## config.mk

```make
export PLATFORM = sky130hd
export DESIGN_NAME = pulse_resistance_temp_estimator_unit
export DESIGN_NICKNAME = d
export VERILOG_FILES = /design/src/rtl/core/prte_pkg.sv /design/src/rtl/core/prte_front.sv /design/src/rtl/core/prte_fifo.sv /design/src/rtl/core/prte_log2.sv /design/src/rtl/core/prte_back.sv /design/src/rtl/core/pulse_resistance_temp_estimator_unit.sv
export SDC_FILE = /design/constraint.sdc
export NUM_CORES = 2
export LEC_CHECK = 0
export BUFFER_PORTS_ARGS = -buffer_cell sky130_fd_sc_hd__clkbuf_2
export CORE_ASPECT_RATIO = 1.1
export CORE_MARGIN = 5
export CORE_UTILIZATION = 43
export DETAILED_ROUTE_END_ITERATION = 16
export GPL_TIMING_DRIVEN = 1
export PLACE_DENSITY = 0.66
export RECOVER_POWER = 50
export SYNTH_ARGS = -nofsm -noshare
export SYNTH_HDL_FRONTEND = slang
export SYNTH_SLANG_ARGS = --single-unit
```

## constraint.sdc

```tcl
create_clock -name clk -period 18.67 [get_ports clk]
set_input_delay 0.9335 -clock clk [delete_from_list [all_inputs] [get_ports clk]]
set_output_delay 0.9335 -clock clk [all_outputs]
set_load 0.005 [all_outputs]
```

## src/rtl/core/prte_pkg.sv

```systemverilog
// Shared types, constants and coefficient tables of the pulse resistance
// temperature estimator. No dependencies.
`default_nettype none

package prte_pkg;

	// Field widths
	localparam int CUR_W   = 19;
	localparam int VOLT_W  = 16;
	localparam int TIME_W  = 32;
	localparam int TEMP_W  = 15;
	localparam int SOC_W   = 10;
	localparam int THR_W   = 18;
	localparam int SETTLE_W = 16;
	localparam int DI_W    = 20;
	localparam int DV_W    = 17;
	localparam int ADI_W   = 20;
	localparam int ADV_W   = 16;

	// Configuration port
	localparam int CFG_IDX_W  = 2;
	localparam int CFG_DATA_W = 18;
	localparam logic [CFG_IDX_W-1:0] CFG_SOC    = 2'd0;
	localparam logic [CFG_IDX_W-1:0] CFG_THR    = 2'd1;
	localparam logic [CFG_IDX_W-1:0] CFG_SETTLE = 2'd2;
	localparam logic [SOC_W-1:0]    SOC_RESET    = 10'd500;
	localparam logic [THR_W-1:0]    THR_RESET    = 18'd10000;
	localparam logic [SETTLE_W-1:0] SETTLE_RESET = 16'd150;

	// Job queue between front and back
	localparam int QDEPTH = 4;

	// Table row = soc / 100 via reciprocal 41 / 4096, exact over 0..1023
	localparam int ROW_W = 4;
	localparam logic [ROW_W-1:0] ROW_MAX = 4'd10;
	localparam logic [5:0] SOC_RECIP = 6'd41;
	localparam int SOC_PROD_W = 16;

	// Resistance window multipliers (5 and 100 milliohm)
	localparam logic [23:0] RWIN_LO_MUL = 24'd200;
	localparam logic [19:0] RWIN_HI_MUL = 20'd10;

	// Coefficient widths
	localparam int R0_W = 38;
	localparam int R1_W = 36;
	localparam int EA_W = 19;

	// Numerator accumulation, pico-ohm scale
	localparam int ACC_W = 64;
	localparam logic [ACC_W-1:0] PICO_PER_OHM = 64'd1000000000000;
	localparam int NUM_STEPS = ADI_W;

	// Logarithm unit
	localparam int LOG_IN_W = 64;
	localparam int LOG_FRAC = 24;
	localparam int LOG_W    = 30;
	localparam int LOG_K_W  = LOG_W - LOG_FRAC;
	localparam int MANT_W   = 31;

	// Divider and temperature scaling
	localparam int D_W    = 32;
	localparam int DEN_W  = 31;
	localparam int REM_W  = DEN_W + 1;
	localparam int DIV_W  = 45;
	localparam int CNT_W  = 6;
	localparam int SCALE_W = 25;
	localparam logic [SCALE_W-1:0] TEMP_SCALE =
		SCALE_W'((64'd1 << 24) * 64'd1000000000 / 64'd597308025);
	localparam logic [15:0] KELVIN_CENTI = 16'd27315;
	localparam logic [DIV_W-1:0] TCK_MIN = 45'd25315;
	localparam logic [DIV_W-1:0] TCK_MAX = 45'd37315;
	localparam logic [TEMP_W-1:0] TEMP_BIAS  = 15'd2000;
	localparam logic [TEMP_W-1:0] TEMP_RESET = 15'd2500;

	// One classified sample handed from front to back
	typedef struct packed {
		logic                   est;
		logic                   pending;
		logic signed [DI_W-1:0] di;
		logic signed [DV_W-1:0] dv;
	} job_t;

	// Arrhenius offset r0 in pico-ohm
	function automatic logic signed [R0_W-1:0] r0_of(input logic [ROW_W-1:0] row);
		unique case (row) inside
			4'd0, 4'd1: r0_of = -38'sd81636000000;
			4'd2:       r0_of = 38'sd5101000000;
			4'd3:       r0_of = 38'sd9964000000;
			4'd4:       r0_of = 38'sd9108000000;
			4'd5:       r0_of = 38'sd4168000000;
			4'd6:       r0_of = 38'sd1307000000;
			4'd7:       r0_of = 38'sd4737000000;
			4'd8:       r0_of = 38'sd10057000000;
			default:    r0_of = 38'sd6521000000;
		endcase
	endfunction

	// Arrhenius scale r1 in pico-ohm
	function automatic logic [R1_W-1:0] r1_of(input logic [ROW_W-1:0] row);
		unique case (row) inside
			4'd0, 4'd1: r1_of = 36'd34802540000;
			4'd2:       r1_of = 36'd3867334;
			4'd3:       r1_of = 36'd17609;
			4'd4:       r1_of = 36'd97125;
			4'd5:       r1_of = 36'd5307442;
			4'd6:       r1_of = 36'd20457790;
			4'd7:       r1_of = 36'd1997041;
			4'd8:       r1_of = 36'd12824;
			default:    r1_of = 36'd430475;
		endcase
	endfunction

	// Activation energy in micro-eV
	function automatic logic [EA_W-1:0] ea_of(input logic [ROW_W-1:0] row);
		unique case (row) inside
			4'd0, 4'd1: ea_of = 19'd27305;
			4'd2:       ea_of = 19'd206345;
			4'd3:       ea_of = 19'd329481;
			4'd4:       ea_of = 19'd290453;
			4'd5:       ea_of = 19'd200746;
			4'd6:       ea_of = 19'd171306;
			4'd7:       ea_of = 19'd224720;
			4'd8:       ea_of = 19'd342309;
			default:    ea_of = 19'd262706;
		endcase
	endfunction

endpackage

`default_nettype wire

```

## src/rtl/core/prte_front.sv

```systemverilog
// Front end: accepts samples, tracks anchors and pulse timing, and
// classifies each sample into a job. Depends on prte_pkg.
`default_nettype none

module prte_front (
	input  logic                                 clk,
	input  logic                                 arst_n,
	input  logic                                 in_valid,
	output logic                                 in_ready,
	input  logic signed [prte_pkg::CUR_W-1:0]    current_ma,
	input  logic [prte_pkg::VOLT_W-1:0]          voltage_mv,
	input  logic [prte_pkg::TIME_W-1:0]          time_ms,
	input  logic [prte_pkg::THR_W-1:0]           thr,
	input  logic [prte_pkg::SETTLE_W-1:0]        settle_ms,
	input  logic                                 q_full,
	output logic                                 q_push,
	output prte_pkg::job_t                       q_job
);
	import prte_pkg::*;

	logic                     pulse_active_q;
	logic [TIME_W-1:0]        pulse_start_q;
	logic signed [CUR_W-1:0]  anchor_cur_q;
	logic [VOLT_W-1:0]        anchor_volt_q;

	logic signed [DI_W-1:0]   diff;
	logic [DI_W-1:0]          mag;
	logic                     step;
	logic [TIME_W-1:0]        elapsed;
	logic                     settled;
	logic                     accept;

	// step and settle detection
	always_comb begin
		diff    = DI_W'(current_ma) - DI_W'(anchor_cur_q);
		mag     = diff[DI_W-1] ? -diff : diff;
		step    = mag > DI_W'(thr);
		elapsed = time_ms - pulse_start_q;
		settled = elapsed >= TIME_W'(settle_ms);
	end

	// job for the back end
	always_comb begin
		q_job.est     = pulse_active_q && settled;
		q_job.pending = pulse_active_q ? !settled : step;
		q_job.di      = diff;
		q_job.dv      = DV_W'({1'b0, voltage_mv}) - DV_W'({1'b0, anchor_volt_q});
	end

	assign in_ready = !q_full;
	assign accept   = in_valid && in_ready;
	assign q_push   = accept;

	// pulse tracking state
	always_ff @(posedge clk or negedge arst_n) begin
		if (!arst_n) begin
			pulse_active_q <= 1'b0;
			pulse_start_q  <= '0;
			anchor_cur_q   <= '0;
			anchor_volt_q  <= '0;
		end else if (accept) begin
			if (!pulse_active_q) begin
				if (step) begin
					pulse_active_q <= 1'b1;
					pulse_start_q  <= time_ms;
				end else begin
					anchor_cur_q  <= current_ma;
					anchor_volt_q <= voltage_mv;
				end
			end else if (settled) begin
				pulse_active_q <= 1'b0;
				anchor_cur_q   <= current_ma;
				anchor_volt_q  <= voltage_mv;
			end
		end
	end

endmodule

`default_nettype wire

```

## src/rtl/core/prte_fifo.sv

```systemverilog
// Short job queue between front and back end.
// Depends on prte_pkg for job_t and the depth.
`default_nettype none

module prte_fifo (
	input  logic           clk,
	input  logic           arst_n,
	input  logic           push,
	input  prte_pkg::job_t push_job,
	output logic           full,
	input  logic           pop,
	output prte_pkg::job_t head,
	output logic           empty
);
	import prte_pkg::*;

	localparam int PTR_W = $clog2(QDEPTH);
	localparam int CNT_QW = $clog2(QDEPTH + 1);

	job_t               mem_q [QDEPTH];
	logic [PTR_W-1:0]   wr_q;
	logic [PTR_W-1:0]   rd_q;
	logic [CNT_QW-1:0]  count_q;

	assign full  = count_q == CNT_QW'(QDEPTH);
	assign empty = count_q == '0;
	assign head  = mem_q[rd_q];

	// storage
	always_ff @(posedge clk) begin
		if (push) begin
			mem_q[wr_q] <= push_job;
		end
	end

	// pointers and fill level
	always_ff @(posedge clk or negedge arst_n) begin
		if (!arst_n) begin
			wr_q    <= '0;
			rd_q    <= '0;
			count_q <= '0;
		end else begin
			if (push) begin
				wr_q <= wr_q + 1'b1;
			end
			if (pop) begin
				rd_q <= rd_q + 1'b1;
			end
			if (push && !pop) begin
				count_q <= count_q + 1'b1;
			end else if (pop && !push) begin
				count_q <= count_q - 1'b1;
			end
		end
	end

	a_no_overflow: assert property (@(posedge clk) disable iff (!arst_n)
		full |-> !push) else $error("queue written while full");
	a_no_underflow: assert property (@(posedge clk) disable iff (!arst_n)
		empty |-> !pop) else $error("queue read while empty");
	a_level: assert property (@(posedge clk) disable iff (!arst_n)
		count_q <= CNT_QW'(QDEPTH)) else $error("queue level out of range");

endmodule

`default_nettype wire

```

## src/rtl/core/prte_log2.sv

```systemverilog
// Iterative base-2 logarithm in Q24: leading-one search, then one
// truncated squaring of the mantissa per cycle. Depends on prte_pkg.
`default_nettype none

module prte_log2 (
	input  logic                            clk,
	input  logic                            arst_n,
	input  logic                            start,
	input  logic [prte_pkg::LOG_IN_W-1:0]   n,
	output logic                            done,
	output logic [prte_pkg::LOG_W-1:0]      result
);
	import prte_pkg::*;

	localparam int SH_W  = $clog2(LOG_IN_W);
	localparam int BIT_W = $clog2(LOG_FRAC);

	typedef enum logic [2:0] {
		L_IDLE = 3'b001,
		L_NORM = 3'b010,
		L_SQ   = 3'b100
	} lstate_t;

	lstate_t               state_q;
	logic [LOG_IN_W-1:0]   x_q;
	logic [SH_W-1:0]       s_q;
	logic [MANT_W-1:0]     m_q;
	logic [BIT_W-1:0]      bit_q;
	logic [LOG_FRAC-1:0]   frac_q;
	logic                  done_q;
	logic [LOG_W-1:0]      res_q;

	logic [2*MANT_W-1:0]   sq;
	logic [MANT_W:0]       m2;
	logic [LOG_FRAC-1:0]   frac_n;
	logic [LOG_K_W-1:0]    k;

	// one squaring step
	always_comb begin
		sq     = (2*MANT_W)'(m_q) * (2*MANT_W)'(m_q);
		m2     = sq[2*MANT_W-1:MANT_W-1];
		frac_n = frac_q | (m2[MANT_W] ? (LOG_FRAC'(1) << bit_q) : '0);
		k      = LOG_K_W'(LOG_IN_W - 1) - LOG_K_W'(s_q);
	end

	assign done   = done_q;
	assign result = res_q;

	always_ff @(posedge clk or negedge arst_n) begin
		if (!arst_n) begin
			state_q <= L_IDLE;
			done_q  <= 1'b0;
		end else begin
			done_q <= 1'b0;
			unique case (state_q)
				L_IDLE: begin
					if (start) begin
						state_q <= L_NORM;
					end
				end
				L_NORM: begin
					if (x_q[LOG_IN_W-1]) begin
						state_q <= L_SQ;
					end
				end
				L_SQ: begin
					if (bit_q == '0) begin
						state_q <= L_IDLE;
						done_q  <= 1'b1;
					end
				end
				default: state_q <= L_IDLE;
			endcase
		end
	end

	// datapath
	always_ff @(posedge clk) begin
		unique case (state_q)
			L_IDLE: begin
				x_q    <= n;
				s_q    <= '0;
				frac_q <= '0;
			end
			L_NORM: begin
				// coarse shift by a byte, then bit by bit
				if (x_q[LOG_IN_W-1 -: 8] == '0) begin
					x_q <= x_q << 8;
					s_q <= s_q + SH_W'(8);
				end else if (!x_q[LOG_IN_W-1]) begin
					x_q <= x_q << 1;
					s_q <= s_q + 1'b1;
				end else begin
					m_q   <= x_q[LOG_IN_W-1 -: MANT_W];
					bit_q <= BIT_W'(LOG_FRAC - 1);
				end
			end
			L_SQ: begin
				m_q    <= m2[MANT_W] ? m2[MANT_W:1] : m2[MANT_W-1:0];
				frac_q <= frac_n;
				bit_q  <= bit_q - 1'b1;
				if (bit_q == '0) begin
					res_q <= {k, frac_n};
				end
			end
			default: ;
		endcase
	end

endmodule

`default_nettype wire

```

## src/rtl/core/prte_back.sv

```systemverilog
// Back end: resistance check, logarithms, temperature division, moving
// average and the output register. Depends on prte_pkg and prte_log2.
`default_nettype none

module prte_back #(
	parameter int WINDOW = 8
) (
	input  logic                                  clk,
	input  logic                                  arst_n,
	input  logic                                  q_empty,
	output logic                                  q_pop,
	input  prte_pkg::job_t                        q_job,
	input  logic [prte_pkg::SOC_W-1:0]            soc,
	input  logic [prte_pkg::THR_W-1:0]            thr,
	output logic                                  out_valid,
	input  logic                                  out_ready,
	output logic signed [prte_pkg::TEMP_W-1:0]    temp_centi_c,
	output logic                                  temp_valid,
	output logic                                  estimate_updated,
	output logic                                  pulse_pending
);
	import prte_pkg::*;

	localparam int WP_W  = (WINDOW > 1) ? $clog2(WINDOW) : 1;
	localparam int FC_W  = $clog2(WINDOW + 1);
	localparam int SUM_W = TEMP_W + $clog2(WINDOW) + 1;

	typedef enum logic [13:0] {
		B_IDLE = 14'b00000000000001,
		B_CHK  = 14'b00000000000010,
		B_NUM  = 14'b00000000000100,
		B_LOGN = 14'b00000000001000,
		B_LOGA = 14'b00000000010000,
		B_LOGR = 14'b00000000100000,
		B_MULT = 14'b00000001000000,
		B_DSET = 14'b00000010000000,
		B_DIV  = 14'b00000100000000,
		B_TCHK = 14'b00001000000000,
		B_PUSH = 14'b00010000000000,
		B_SUM  = 14'b00100000000000,
		B_AVG  = 14'b01000000000000,
		B_OUT  = 14'b10000000000000
	} bstate_t;

	bstate_t                  state_q;
	job_t                     job_q;
	logic [ADI_W-1:0]         adi_q;
	logic [ADI_W-1:0]         mi_q;
	logic [ADV_W-1:0]         mv_q;
	logic signed [ACC_W-1:0]  acc_q;
	logic signed [ACC_W-1:0]  aterm_q;
	logic signed [ACC_W-1:0]  bterm_q;
	logic [CNT_W-1:0]         cnt_q;
	logic [LOG_W-1:0]         ln_q;
	logic [LOG_W-1:0]         la_q;
	logic [LOG_W-1:0]         lr_q;
	logic                     log_busy_q;
	logic [DEN_W-1:0]         d_q;
	logic [DIV_W-1:0]         prod_q;
	logic [DIV_W-1:0]         dnum_q;
	logic [DEN_W-1:0]         dden_q;
	logic [REM_W-1:0]         rem_q;
	logic                     avg_q;
	logic [TEMP_W-1:0]        t_q;
	logic signed [TEMP_W-1:0] hist_q [WINDOW];
	logic [WP_W-1:0]          wp_q;
	logic [FC_W-1:0]          fill_q;
	logic [FC_W-1:0]          idx_q;
	logic signed [SUM_W-1:0]  sum_q;
	logic [TEMP_W-1:0]        est_q;
	logic                     est_valid_q;
	logic                     upd_q;
	logic                     out_valid_q;
	logic [TEMP_W-1:0]        out_temp_q;
	logic                     out_tv_q;
	logic                     out_upd_q;
	logic                     out_pend_q;

	logic [SOC_PROD_W-1:0]    soc_x;
	logic [ROW_W-1:0]         row_raw;
	logic [ROW_W-1:0]         row;
	logic [ADI_W-1:0]         adi;
	logic [DV_W-1:0]          adv_full;
	logic [ADV_W-1:0]         adv;
	logic                     chk_pass;
	logic                     log_state;
	logic                     log_start;
	logic                     log_done;
	logic [LOG_W-1:0]         log_res;
	logic [LOG_IN_W-1:0]      log_in;
	logic signed [D_W-1:0]    d;
	logic [REM_W-1:0]         rem_sh;
	logic                     ge;
	logic signed [31:0]       biased;
	logic                     out_free;

	// table row from state of charge
	always_comb begin
		soc_x   = SOC_PROD_W'(soc) * SOC_PROD_W'(SOC_RECIP);
		row_raw = soc_x[SOC_PROD_W-1 -: ROW_W];
		row     = (row_raw > ROW_MAX) ? ROW_MAX : row_raw;
	end

	// step recheck and resistance window
	always_comb begin
		adi      = job_q.di[DI_W-1] ? -job_q.di : job_q.di;
		adv_full = job_q.dv[DV_W-1] ? -job_q.dv : job_q.dv;
		adv      = adv_full[ADV_W-1:0];
		chk_pass = ({adi, 1'b0} > (ADI_W+1)'(thr))
			&& ((24'(adv) * RWIN_LO_MUL) >= 24'(adi))
			&& ((20'(adv) * RWIN_HI_MUL) <= adi);
	end

	// shared log unit
	assign log_state = (state_q == B_LOGN) || (state_q == B_LOGA) || (state_q == B_LOGR);
	assign log_start = log_state && !log_busy_q;

	always_comb begin
		if (state_q == B_LOGN) begin
			log_in = acc_q;
		end else if (state_q == B_LOGA) begin
			log_in = LOG_IN_W'(adi_q);
		end else begin
			log_in = LOG_IN_W'(r1_of(row));
		end
	end

	prte_log2 u_log2 (
		.clk    (clk),
		.arst_n (arst_n),
		.start  (log_start),
		.n      (log_in),
		.done   (log_done),
		.result (log_res)
	);

	// log difference, divider step, average bias
	always_comb begin
		d      = D_W'(ln_q) - D_W'(la_q) - D_W'(lr_q);
		rem_sh = {rem_q[REM_W-2:0], dnum_q[DIV_W-1]};
		ge     = rem_sh >= REM_W'(dden_q);
		biased = 32'(sum_q) + signed'(32'(fill_q) * 32'(TEMP_BIAS));
	end

	assign out_free = !out_valid_q || out_ready;
	assign q_pop    = (state_q == B_IDLE) && !q_empty;

	// control
	always_ff @(posedge clk or negedge arst_n) begin
		if (!arst_n) begin
			state_q     <= B_IDLE;
			log_busy_q  <= 1'b0;
			wp_q        <= '0;
			fill_q      <= '0;
			est_q       <= TEMP_RESET;
			est_valid_q <= 1'b0;
			upd_q       <= 1'b0;
			out_valid_q <= 1'b0;
		end else begin
			if (out_ready) begin
				out_valid_q <= 1'b0;
			end
			if (log_start) begin
				log_busy_q <= 1'b1;
			end else if (log_done) begin
				log_busy_q <= 1'b0;
			end
			unique case (state_q)
				B_IDLE: begin
					upd_q <= 1'b0;
					if (!q_empty) begin
						state_q <= q_job.est ? B_CHK : B_OUT;
					end
				end
				B_CHK:  state_q <= chk_pass ? B_NUM : B_OUT;
				B_NUM: begin
					if (cnt_q == '0) begin
						state_q <= (acc_q > 0) ? B_LOGN : B_OUT;
					end
				end
				B_LOGN: if (log_done) state_q <= B_LOGA;
				B_LOGA: if (log_done) state_q <= B_LOGR;
				B_LOGR: if (log_done) state_q <= B_MULT;
				B_MULT: state_q <= (d > 0) ? B_DSET : B_OUT;
				B_DSET: state_q <= B_DIV;
				B_DIV: begin
					if (cnt_q == CNT_W'(1)) begin
						state_q <= avg_q ? B_AVG : B_TCHK;
					end
				end
				B_TCHK: begin
					state_q <= (dnum_q >= TCK_MIN && dnum_q <= TCK_MAX) ? B_PUSH : B_OUT;
				end
				B_PUSH: begin
					wp_q <= (wp_q == WP_W'(WINDOW - 1)) ? '0 : wp_q + 1'b1;
					if (fill_q != FC_W'(WINDOW)) begin
						fill_q <= fill_q + 1'b1;
					end
					state_q <= B_SUM;
				end
				B_SUM: begin
					if (idx_q >= fill_q) begin
						state_q <= B_DIV;
					end
				end
				B_AVG: begin
					est_q       <= dnum_q[TEMP_W-1:0] - TEMP_BIAS;
					est_valid_q <= 1'b1;
					upd_q       <= 1'b1;
					state_q     <= B_OUT;
				end
				B_OUT: begin
					if (out_free) begin
						out_valid_q <= 1'b1;
						state_q     <= B_IDLE;
					end
				end
				default: state_q <= B_IDLE;
			endcase
		end
	end

	// datapath
	always_ff @(posedge clk) begin
		case (state_q)
			B_IDLE: begin
				if (!q_empty) begin
					job_q <= q_job;
				end
			end
			B_CHK: begin
				adi_q   <= adi;
				mi_q    <= adi;
				mv_q    <= adv;
				acc_q   <= '0;
				aterm_q <= PICO_PER_OHM;
				bterm_q <= ACC_W'(r0_of(row));
				cnt_q   <= CNT_W'(NUM_STEPS);
			end
			B_NUM: begin
				// NUM = |dV| * 1e12 - r0 * |dI|, one multiplier bit per cycle
				if (cnt_q != '0) begin
					acc_q   <= acc_q + (mv_q[0] ? aterm_q : '0) - (mi_q[0] ? bterm_q : '0);
					aterm_q <= aterm_q <<< 1;
					bterm_q <= bterm_q <<< 1;
					mv_q    <= mv_q >> 1;
					mi_q    <= mi_q >> 1;
					cnt_q   <= cnt_q - 1'b1;
				end
			end
			B_LOGN: if (log_done) ln_q <= log_res;
			B_LOGA: if (log_done) la_q <= log_res;
			B_LOGR: if (log_done) lr_q <= log_res;
			B_MULT: begin
				d_q    <= d[DEN_W-1:0];
				prod_q <= DIV_W'(ea_of(row)) * DIV_W'(TEMP_SCALE);
			end
			B_DSET: begin
				dnum_q <= prod_q + DIV_W'(d_q >> 1);
				dden_q <= d_q;
				rem_q  <= '0;
				cnt_q  <= CNT_W'(DIV_W);
				avg_q  <= 1'b0;
			end
			B_DIV: begin
				// restoring division, one quotient bit per cycle
				rem_q  <= ge ? rem_sh - REM_W'(dden_q) : rem_sh;
				dnum_q <= {dnum_q[DIV_W-2:0], ge};
				cnt_q  <= cnt_q - 1'b1;
			end
			B_TCHK: t_q <= TEMP_W'(dnum_q[15:0] - KELVIN_CENTI);
			B_PUSH: begin
				sum_q <= '0;
				idx_q <= '0;
			end
			B_SUM: begin
				if (idx_q < fill_q) begin
					sum_q <= sum_q + SUM_W'(hist_q[idx_q[WP_W-1:0]]);
					idx_q <= idx_q + 1'b1;
				end else begin
					// rounded mean: (2 * biased + n) / (2 * n)
					dnum_q <= DIV_W'({biased[30:0], 1'b0}) + DIV_W'(fill_q);
					dden_q <= DEN_W'({fill_q, 1'b0});
					rem_q  <= '0;
					cnt_q  <= CNT_W'(DIV_W);
					avg_q  <= 1'b1;
				end
			end
			B_OUT: begin
				if (out_free) begin
					out_temp_q <= est_q;
					out_tv_q   <= est_valid_q;
					out_upd_q  <= upd_q;
					out_pend_q <= job_q.pending;
				end
			end
			default: ;
		endcase
	end

	// history entries, valid only up to the fill count
	always_ff @(posedge clk) begin
		if (state_q == B_PUSH) begin
			hist_q[wp_q] <= signed'(t_q);
		end
	end

	assign out_valid        = out_valid_q;
	assign temp_centi_c     = signed'(out_temp_q);
	assign temp_valid       = out_tv_q;
	assign estimate_updated = out_upd_q;
	assign pulse_pending    = out_pend_q;

	a_upd_implies_valid: assert property (@(posedge clk) disable iff (!arst_n)
		(out_valid_q && out_upd_q) |-> out_tv_q)
		else $error("update reported without a valid estimate");
	a_fill_bound: assert property (@(posedge clk) disable iff (!arst_n)
		fill_q <= FC_W'(WINDOW)) else $error("fill count beyond window");
	a_log_owner: assert property (@(posedge clk) disable iff (!arst_n)
		log_done |-> (state_q == B_LOGN || state_q == B_LOGA || state_q == B_LOGR))
		else $error("log result outside a log state");

endmodule

`default_nettype wire

```

## src/rtl/core/pulse_resistance_temp_estimator_unit.sv

```systemverilog
// Top level of the pulse resistance temperature estimator: configuration
// registers, front end, job queue and back end. Depends on prte_pkg.
//
// Usage: one sample (current_ma, voltage_mv, time_ms) is a request on the
// in channel; every sample yields exactly one result request on the out
// channel (temp_centi_c, temp_valid, estimate_updated, pulse_pending), in
// order. Configuration writes (cfg_index 0..2, cfg_data) are always
// taken; an index past the register list is ignored.
// The front end takes each sample and the queue holds up to four jobs.
// A sample that needs no estimate goes from idle straight to the output
// state in the back end. The settle sample of a pulse that passes the
// checks runs the numerator accumulation, three logarithms on one shared
// log unit, and two passes of one restoring divider around a sum over the
// averaging window; a failed check ends this early.
// Reset clears pulse tracking, anchors, the average (25.00 degC, invalid)
// and restores register defaults. A stalled receiver holds the result in
// the output register; the queue then fills and in_ready drops.
`default_nettype none

module pulse_resistance_temp_estimator_unit #(
	parameter int WINDOW = 8
) (
	input  logic                                  clk,
	input  logic                                  arst_n,
	input  logic                                  in_valid,
	output logic                                  in_ready,
	input  logic signed [prte_pkg::CUR_W-1:0]     current_ma,
	input  logic [prte_pkg::VOLT_W-1:0]           voltage_mv,
	input  logic [prte_pkg::TIME_W-1:0]           time_ms,
	output logic                                  out_valid,
	input  logic                                  out_ready,
	output logic signed [prte_pkg::TEMP_W-1:0]    temp_centi_c,
	output logic                                  temp_valid,
	output logic                                  estimate_updated,
	output logic                                  pulse_pending,
	input  logic                                  cfg_valid,
	output logic                                  cfg_ready,
	input  logic [prte_pkg::CFG_IDX_W-1:0]        cfg_index,
	input  logic [prte_pkg::CFG_DATA_W-1:0]       cfg_data
);
	import prte_pkg::*;

	logic [SOC_W-1:0]    soc_q;
	logic [THR_W-1:0]    thr_q;
	logic [SETTLE_W-1:0] settle_q;

	logic q_push;
	logic q_full;
	logic q_pop;
	logic q_empty;
	job_t push_job;
	job_t head_job;

	assign cfg_ready = 1'b1;

	// configuration registers
	always_ff @(posedge clk or negedge arst_n) begin
		if (!arst_n) begin
			soc_q    <= SOC_RESET;
			thr_q    <= THR_RESET;
			settle_q <= SETTLE_RESET;
		end else if (cfg_valid && cfg_ready) begin
			unique case (cfg_index)
				CFG_SOC:    soc_q    <= cfg_data[SOC_W-1:0];
				CFG_THR:    thr_q    <= cfg_data[THR_W-1:0];
				CFG_SETTLE: settle_q <= cfg_data[SETTLE_W-1:0];
				default: ;
			endcase
		end
	end

	prte_front u_front (
		.clk        (clk),
		.arst_n     (arst_n),
		.in_valid   (in_valid),
		.in_ready   (in_ready),
		.current_ma (current_ma),
		.voltage_mv (voltage_mv),
		.time_ms    (time_ms),
		.thr        (thr_q),
		.settle_ms  (settle_q),
		.q_full     (q_full),
		.q_push     (q_push),
		.q_job      (push_job)
	);

	prte_fifo u_fifo (
		.clk      (clk),
		.arst_n   (arst_n),
		.push     (q_push),
		.push_job (push_job),
		.full     (q_full),
		.pop      (q_pop),
		.head     (head_job),
		.empty    (q_empty)
	);

	prte_back #(
		.WINDOW (WINDOW)
	) u_back (
		.clk              (clk),
		.arst_n           (arst_n),
		.q_empty          (q_empty),
		.q_pop            (q_pop),
		.q_job            (head_job),
		.soc              (soc_q),
		.thr              (thr_q),
		.out_valid        (out_valid),
		.out_ready        (out_ready),
		.temp_centi_c     (temp_centi_c),
		.temp_valid       (temp_valid),
		.estimate_updated (estimate_updated),
		.pulse_pending    (pulse_pending)
	);

endmodule

`default_nettype wire

```

# Word level (Yosys, flattened, before mapping)
# Memory sizes are Yosys's and may differ from the RTL's. A register that Yosys moved wholly into a read port is not among the register bits.
# Cells that the tools add are included.
word_totals:
  ramBits: 276
  n_memories: 2
  register_bits: 944
  in_bits: 92
  out_inout_bits: 21
memory_table:
  columns: ["name", "depth", "width", "rd", "rd_clocked_by_memory_dff", "write_ports", "line", "source"]
  rows:
  - ["u_fifo.mem_q", 4, 39, 1, 0, 1, "prte_fifo.sv:20", "job_t mem_q [QDEPTH];"]
  - ["u_back.hist_q", 8, 15, 1, 1, 1, "prte_back.sv:65", "logic signed [TEMP_W-1:0] hist_q [WINDOW];"]
classes:
  bitwise_logic: 3
  n_addsub: 29
  n_mux: 98
  n_eq_ne: 49
  shifts: 1
  magnitude_cmp: 13
  mul: 6
  reduce_logical: 59
op_table:
  columns: ["operator", "count"]
  rows:
  - ["2-to-1 mux 64 bit", 8]
  - ["one-hot mux 64 bit (2 select lines)", 4]
  - ["one-hot mux 38 bit (8 select lines)", 1]
  - ["one-hot mux 36 bit (8 select lines)", 1]
  - ["one-hot mux 14 bit (14 select lines)", 1]
  - ["2-to-1 mux 31 bit", 6]
  - ["2-to-1 mux 14 bit", 13]
  - ["one-hot mux 19 bit (8 select lines)", 1]
  - ["one-hot mux 45 bit (3 select lines)", 1]
  - ["one-hot mux 31 bit (2 select lines)", 2]
  - ["2-to-1 mux 19 bit", 5]
  - ["one-hot mux 31 bit (3 select lines)", 1]
  - ["2-to-1 mux 16 bit", 5]
  - ["adder 64 bit", 1]
  - ["greater-than comparator 64 x 1 -> 1 bit (second input constant)", 1]
  - ["subtractor 64 bit", 1]
  - ["multiplier 31 x 31 -> 62 bit", 1]
  - ["2-to-1 mux 20 bit", 3]
  - ["one-hot mux 24 bit (2 select lines)", 1]
  - ["adder 44 x 30 -> 45 bit", 1]
  - ["greater-or-equal comparator 45 x 15 -> 1 bit (second input constant)", 1]
  - ["less-or-equal comparator 45 x 16 -> 1 bit (second input constant)", 1]
  - ["2-to-1 mux 45 bit", 1]
  - ["multiplier 19 x 25 -> 44 bit (second input constant)", 1]
  - ["other kinds (101)", 196]

# Logic depth before layout (Yosys ltp)
depth:
  word_depth: 9
  mapped_depth: 42

# Hierarchy
# Synthesis repeated with hierarchy kept, for this count alone.
hier_totals:
  hier_cells: 10254
  hier_area_um2: 107348.0
by_module_without_submodules:
  columns: ["mod", "cells_each", "n_inst", "seq_area_each_um2", "area_each_um2"]
  rows:
  - ["prte_back", 5478, 1, 22689.3, 57501.4]
  - ["prte_log2", 3587, 1, 4906.0, 34615.7]
  - ["prte_front", 855, 1, 1701.6, 7378.3]
  - ["prte_fifo", 238, 1, 4859.7, 6068.3]
  - ["pulse_resistance_temp_estimator_unit", 96, 1, 1119.8, 1784.2]

# Least setup slack after synthesis
# OpenSTA, ideal clock, no wires.
synth_timing:
  kind: "register to register"
  startpoint: "register u_back.state_q[3]"
  endpoint: "register u_back.acc_q[10] (enable)"
  path_slack_ps: 911
  arrival_ps: 16699
  synth_period_minus_slack_ps: 17759
  path_stages_with_launch: 8
  required_time_ps: 17610
  path_buffers: 2
  path_cell_list: "dfrtp_1 > nor4_1 > nand4_1 > nor3b_1 > inv_1 > clkbuf_1 > clkbuf_1 > o21ai_0"
synth_via:
  elab_chain_len: 3
  elab_cells_between_ends: 5
synth_rtl:
  columns: ["element", "line", "source"]
  rows:
  - ["from (decl)", "prte_back.sv:45", "bstate_t state_q;"]
  - ["from (signal assigned)", "prte_back.sv:172", "state_q <= q_job.est ? B_CHK : B_OUT;"]
  - ["from (signal assigned)", "prte_back.sv:175", "B_CHK: state_q <= chk_pass ? B_NUM : B_OUT;"]
  - ["from (signal assigned)", "prte_back.sv:178", "state_q <= (acc_q > 0) ? B_LOGN : B_OUT;"]
  - ["equality test 14 x 3 -> 1 bit / equality test 14 x 2 -> 1 bit (equally long branches)", "prte_back.sv:225", "case (state_q)"]
  - ["inequality test 2 x 1 -> 1 bit (no source line) / nonzero test 2 bit (equally long branches)", null, null]
  - ["AND reduction 2 bit (no source line) *", null, null]
  - ["to (signal assigned)", "prte_back.sv:243", "acc_q <= acc_q + (mv_q[0] ? aterm_q : '0) - (mi_q[0] ? bterm_q : '0);"]
  - ["to (decl)", "prte_back.sv:50", "logic signed [ACC_W-1:0] acc_q;"]
# Mark *: on every way between the ends. The rest lies on a longest branch, timed or not.
# A chain may end at the register's enable or synchronous reset.

# Worst setup path after layout
layout_timing:
  startpoint: "register soc_q[4]"
  endpoint: "register u_back.prod_q[40] (data pin)"
layout_via:
  elab_chain_len: 8
  elab_cells_between_ends: 16
layout_rtl:
  columns: ["element", "line", "source"]
  rows:
  - ["from (decl)", "pulse_resistance_temp_estimator_unit.sv:43", "logic [SOC_W-1:0] soc_q;"]
  - ["from (signal assigned)", "pulse_resistance_temp_estimator_unit.sv:64", "CFG_SOC: soc_q <= cfg_data[SOC_W-1:0];"]
  - ["multiplier 10 x 6 -> 16 bit *", "prte_back.sv:99", "soc_x = SOC_PROD_W'(soc) * SOC_PROD_W'(SOC_RECIP);"]
  - ["greater-than comparator 4 bit", "prte_back.sv:101", "row = (row_raw > ROW_MAX) ? ROW_MAX : row_raw;"]
  - ["2-to-1 mux 4 bit *", "prte_back.sv:101", null]
  - ["equality test 4 x 1 -> 1 bit / zero test 4 bit (equally long branches)", "prte_back.sv:256", "prod_q <= DIV_W'(ea_of(row)) * DIV_W'(TEMP_SCALE);"]
  - ["OR reduction 2 bit", "prte_pkg.sv:115", "unique case (row) inside"]
  - ["one-hot mux 19 bit (8 select lines) *", "prte_pkg.sv:115", null]
  - ["2-to-1 mux 19 bit *", "prte_back.sv:225", null]
  - ["multiplier 19 x 25 -> 44 bit *", "prte_back.sv:256", null]
  - ["to (signal assigned)", "prte_back.sv:256", null]
  - ["to (decl)", "prte_back.sv:59", "logic [DIV_W-1:0] prod_q;"]
# Mark *: on every way between the ends. The rest lies on a longest branch, timed or not. The select of a mux whose other input is x is not followed.

==> impl_results.md <==
- Status: finished, violations left
- Failing checks: max-capacitance violations, max-slew violations
- Slew Viols, Final: approximately 900
- Worst R2R Path Depth: 37
- Initial antenna violation count: 12
- First-pass GRT wire length: roughly 420000 um
- PortBufs: 111
- DR pass1 iterations: 6
- Minimum clock period: about 12 ns
- P&R area growth vs syn: 8.45%
- CP max stage cell: inv_1
- # Post-CTS Setup Buffers: 0
- Detailed placement HPWL: 204000 um
- Residual DRC: 0
- Unique masters post-synth: 98
- Fill count: between 20000 and 25000
- Die area: 254000 um^2
- Via count: between 70000 and 80000
- Final antenna-violating net count: 0
- Wire per inst: 19.7 um
- Grt met2 use: a little over a third
- CTS Buffer Depth: 3
- Hold Violations, Final: 0
- Placer Congestion: slightly above 0.9
- Core ar.: 243000 um^2
- Yosys reg bits: ~1200
- Crit share post-route: around two thirds
- Final WL: around 260000 um
- Later-pin clock latency in the skew report: ~0.82 ns
- Most used DFF post-synth: edfxtp_1
- Cts bufs inserted: between 100 and 150
- CP required: 19.23 ns
- Synth Cell Area: between 100000 and 150000 um^2
- Hold EP: u_front.pulse_start_q[28]
- F_max: slightly above 80 MHz
- Crit path kind: flip-flop to flip-flop
- Crit Path Max Fanout: 22
- CP startpoint kind: flip-flop
- NumNets Final: around 12000
- Final std cells w/o fill: roughly 13000
- Launch point of the worst reg-to-reg path: soc_q[4]
- Avg Cell Area, Syn: about 11 um^2
- Gr usage total: about a fifth
- # rows: between 150 and 200
- Cell Area, Placed: 109000 um^2
- Clk root buf: clkbuf_16
- Most Used Layer, Global Route: met2
- Worst Setup SP: soc_q[4]
- CP max stage delay: roughly 0.63 ns
- GR Util met3: under 10%
- Fraction of layout cells with a size suffix above 1: under 10%
- Sequential fraction of the synthesis area: around 34%
- Final setup fails: 0
- Post-CTS Resized: 0
- TritonCTS clock tree: done
- HP Start: time_ms[28]
- H-tree depth: 4
- Design area: 114000 um^2
- Synth async-reset ratio: 13.6%
- Max Cap Viol: 18
- Syn_nets: around 12000
- Largest net degree at the start of global routing: 120
- Setup tns final: 0 ns
- Initial Util: between 40% and 50%
- Initial DRC Count: 4592
- Via density: between 5 and 6
- Sink Count: ~1200
- Worst endpoint data arrival time: 12.65 ns
- CP Capture Type: flip-flop
- Number of global-route vias before repair: 75600
- Crit Reg-Reg Endpoint: u_back.prod_q[40]
- Post-Route Skew: between 0.07 and 0.08 ns
- Slew margin rel.: -338%
- Post-Synthesis Cells: 9920
- Largest delay share family, worst path: adder cells
- Die Y: between 500 and 600 um
- Reg2Reg Setup Slack: 6.57 ns
- Worst slew pin tran: about 6.6 ns
- Global routing usage on met1: 26.3%
- Hold depth: 3
- Die Width: ~480 um
- Worst Path Buf+Inv: 7
- IO Pins: roughly 110
- Dpl cells: about 13000
- HP Class: input pin to flip-flop
- Post-synth EDFFs: approximately 1000
- Cts hold-fix bufs: 0
- Clk slew on worst S/H paths: 0.06 ns
- Ys Warns: 0
- Unrepaired setup endpoints after global routing: false
- Overflow after GRT: 0
[layout by cell type (no fill, tap or decap), types with 73 or more instances in the layout]
cell type / count
nor3_1: 115
nand2_1: 784
dfrtp_1: 140
inv_1: 1666
o21ai_0: 399
nand2b_1: 79
fa_1: 1027
nand3_1: 125
and2_1: 346
nor2_1: 526
ha_1: 971
mux2_2: 73
edfxtp_1: 1036
clkbuf_16: 136
buf_4: 76
a21oi_1: 455
xnor2_1: 310
a21o_1: 256
nor2b_1: 78
clkbuf_2: 94
xor2_1: 162
[how the worst max path moves through the flow]
stage	end	slack, ns	depth (start not counted)
2_1_floorplan	u_back.acc_q[10]	0.91	7
3_3_place_gp	u_back.prod_q[40]	6.53	38
3_5_place_dp	u_back.prod_q[40]	6.54	38
4_1_cts	u_back.prod_q[40]	6.51	38
5_1_grt	u_back.prod_q[37]	5.83	38
6_report	u_back.prod_q[40]	6.57	37
[worst reg2reg max path: cells and delay by family, from the launching register on]
family | cells | cell delay (ns)
AO/OA/AOI/OAI | 13 | 3.57
adder cells (fa/ha/maj) | 11 | 4.90
buffers and inverters | 7 | 1.60
flip-flops | 1 | 0.56
multiplexers | 1 | 0.22
AND/OR/NAND/NOR | 5 | 0.99
[per-stage QoR]
step / setup slack, ns / hold WS, ns / util (%)
after global routing: 5.83 / 0.325 / 46.8
after CTS: 6.51 / 0.276 / 46.8
final: 6.57 / 0.355 / 46.8
after floorplan: 0.911 / 0.400 / -
after global placement: 6.53 / 0.417 / 44.9
after detailed placement: 6.54 / 0.428 / 44.9
[cell usage after synthesis, types with 25 or more instances]
cell | n | area [um^2]
xor2_1 | 163 | 1430
inv_1 | 1667 | 6260
a22oi_1 | 66 | 495
nand2_1 | 784 | 2940
ha_1 | 971 | 12100
or2_2 | 32 | 200
a31oi_1 | 46 | 288
nor4_1 | 33 | 206
or3_1 | 25 | 156
mux2_2 | 73 | 822
a21oi_1 | 456 | 2280
a211oi_1 | 37 | 278
edfxtp_1 | 1036 | 31100
xnor2_1 | 310 | 2720
nor3_1 | 118 | 591
mux2i_1 | 41 | 410
o31ai_1 | 31 | 233
o21bai_1 | 50 | 375
nor2_1 | 531 | 1990
fa_1 | 1027 | 20600
nand3_1 | 125 | 626
mux2_4 | 29 | 435
a21boi_0 | 28 | 210
o21ai_0 | 400 | 2000
clkbuf_1 | 267 | 1000
o211ai_1 | 25 | 188
dfrtp_1 | 141 | 3530
a21o_1 | 256 | 1920
nor2b_1 | 79 | 494
and2_1 | 376 | 2350
mux4_2 | 69 | 1550
nand4_1 | 63 | 394
nand2b_1 | 79 | 494
o21a_1 | 62 | 465
and3_1 | 68 | 425
[kinds of logic after synthesis]
logic type | share of synthesized area, %
and+or+nand+nor | 11.1
DFF | 33.6
buffers and inverters | 7.11
xor gates and xnor gates | 3.97
muxes | 3.07
AOI/OAI and AO/OA | 10.1
other | 0.00715
adders and majority gates | 31.1
[state kept, by name, indices dropped and copies added (netlist names), 20 cells and up, named ones only]
register,cells
u_back.u_log2.result,30
u_back.dden_q,31
u_back.hist_q,120
u_fifo.mem_q,156
u_back.acc_q,61
u_front.pulse_start_q,32
u_back.rem_q,31
u_back.dnum_q,45
u_back.u_log2.frac_q,24
u_back.lr_q,30
u_back.ln_q,30
u_back.mi_q,20
u_back.aterm_q,52
u_back.adi_q,20
u_back.u_log2.x_q,64
u_back.d_q,31
u_back.u_log2.m_q,31
u_back.bterm_q,58
u_back.prod_q,44
u_back.la_q,30
u_back.job_q,38
[cell type report]
cell class	instances	area [um^2]	share of cell area, %
multi-input cells	6745	62400	54.8
flip-flops and latches	1202	35300	31.0
inverters	1673	6280	5.51
well taps	3264	4080	3.59
clock buffers	181	3680	3.23
repair buffers	204	1170	1.03
clock inverters	65	966	0.848
diodes	6	15.0	0.0132
[layer usage]
metal,vias up,part of all wire [%]
li1,33400,-
met1,35800,41
met2,1903,50
met3,474,5.1
met4,10,3.7
met5,-,0.029
Power is not shown: default switching activity piles up to over one toggle a cycle in this logic, so the estimate is an artifact.
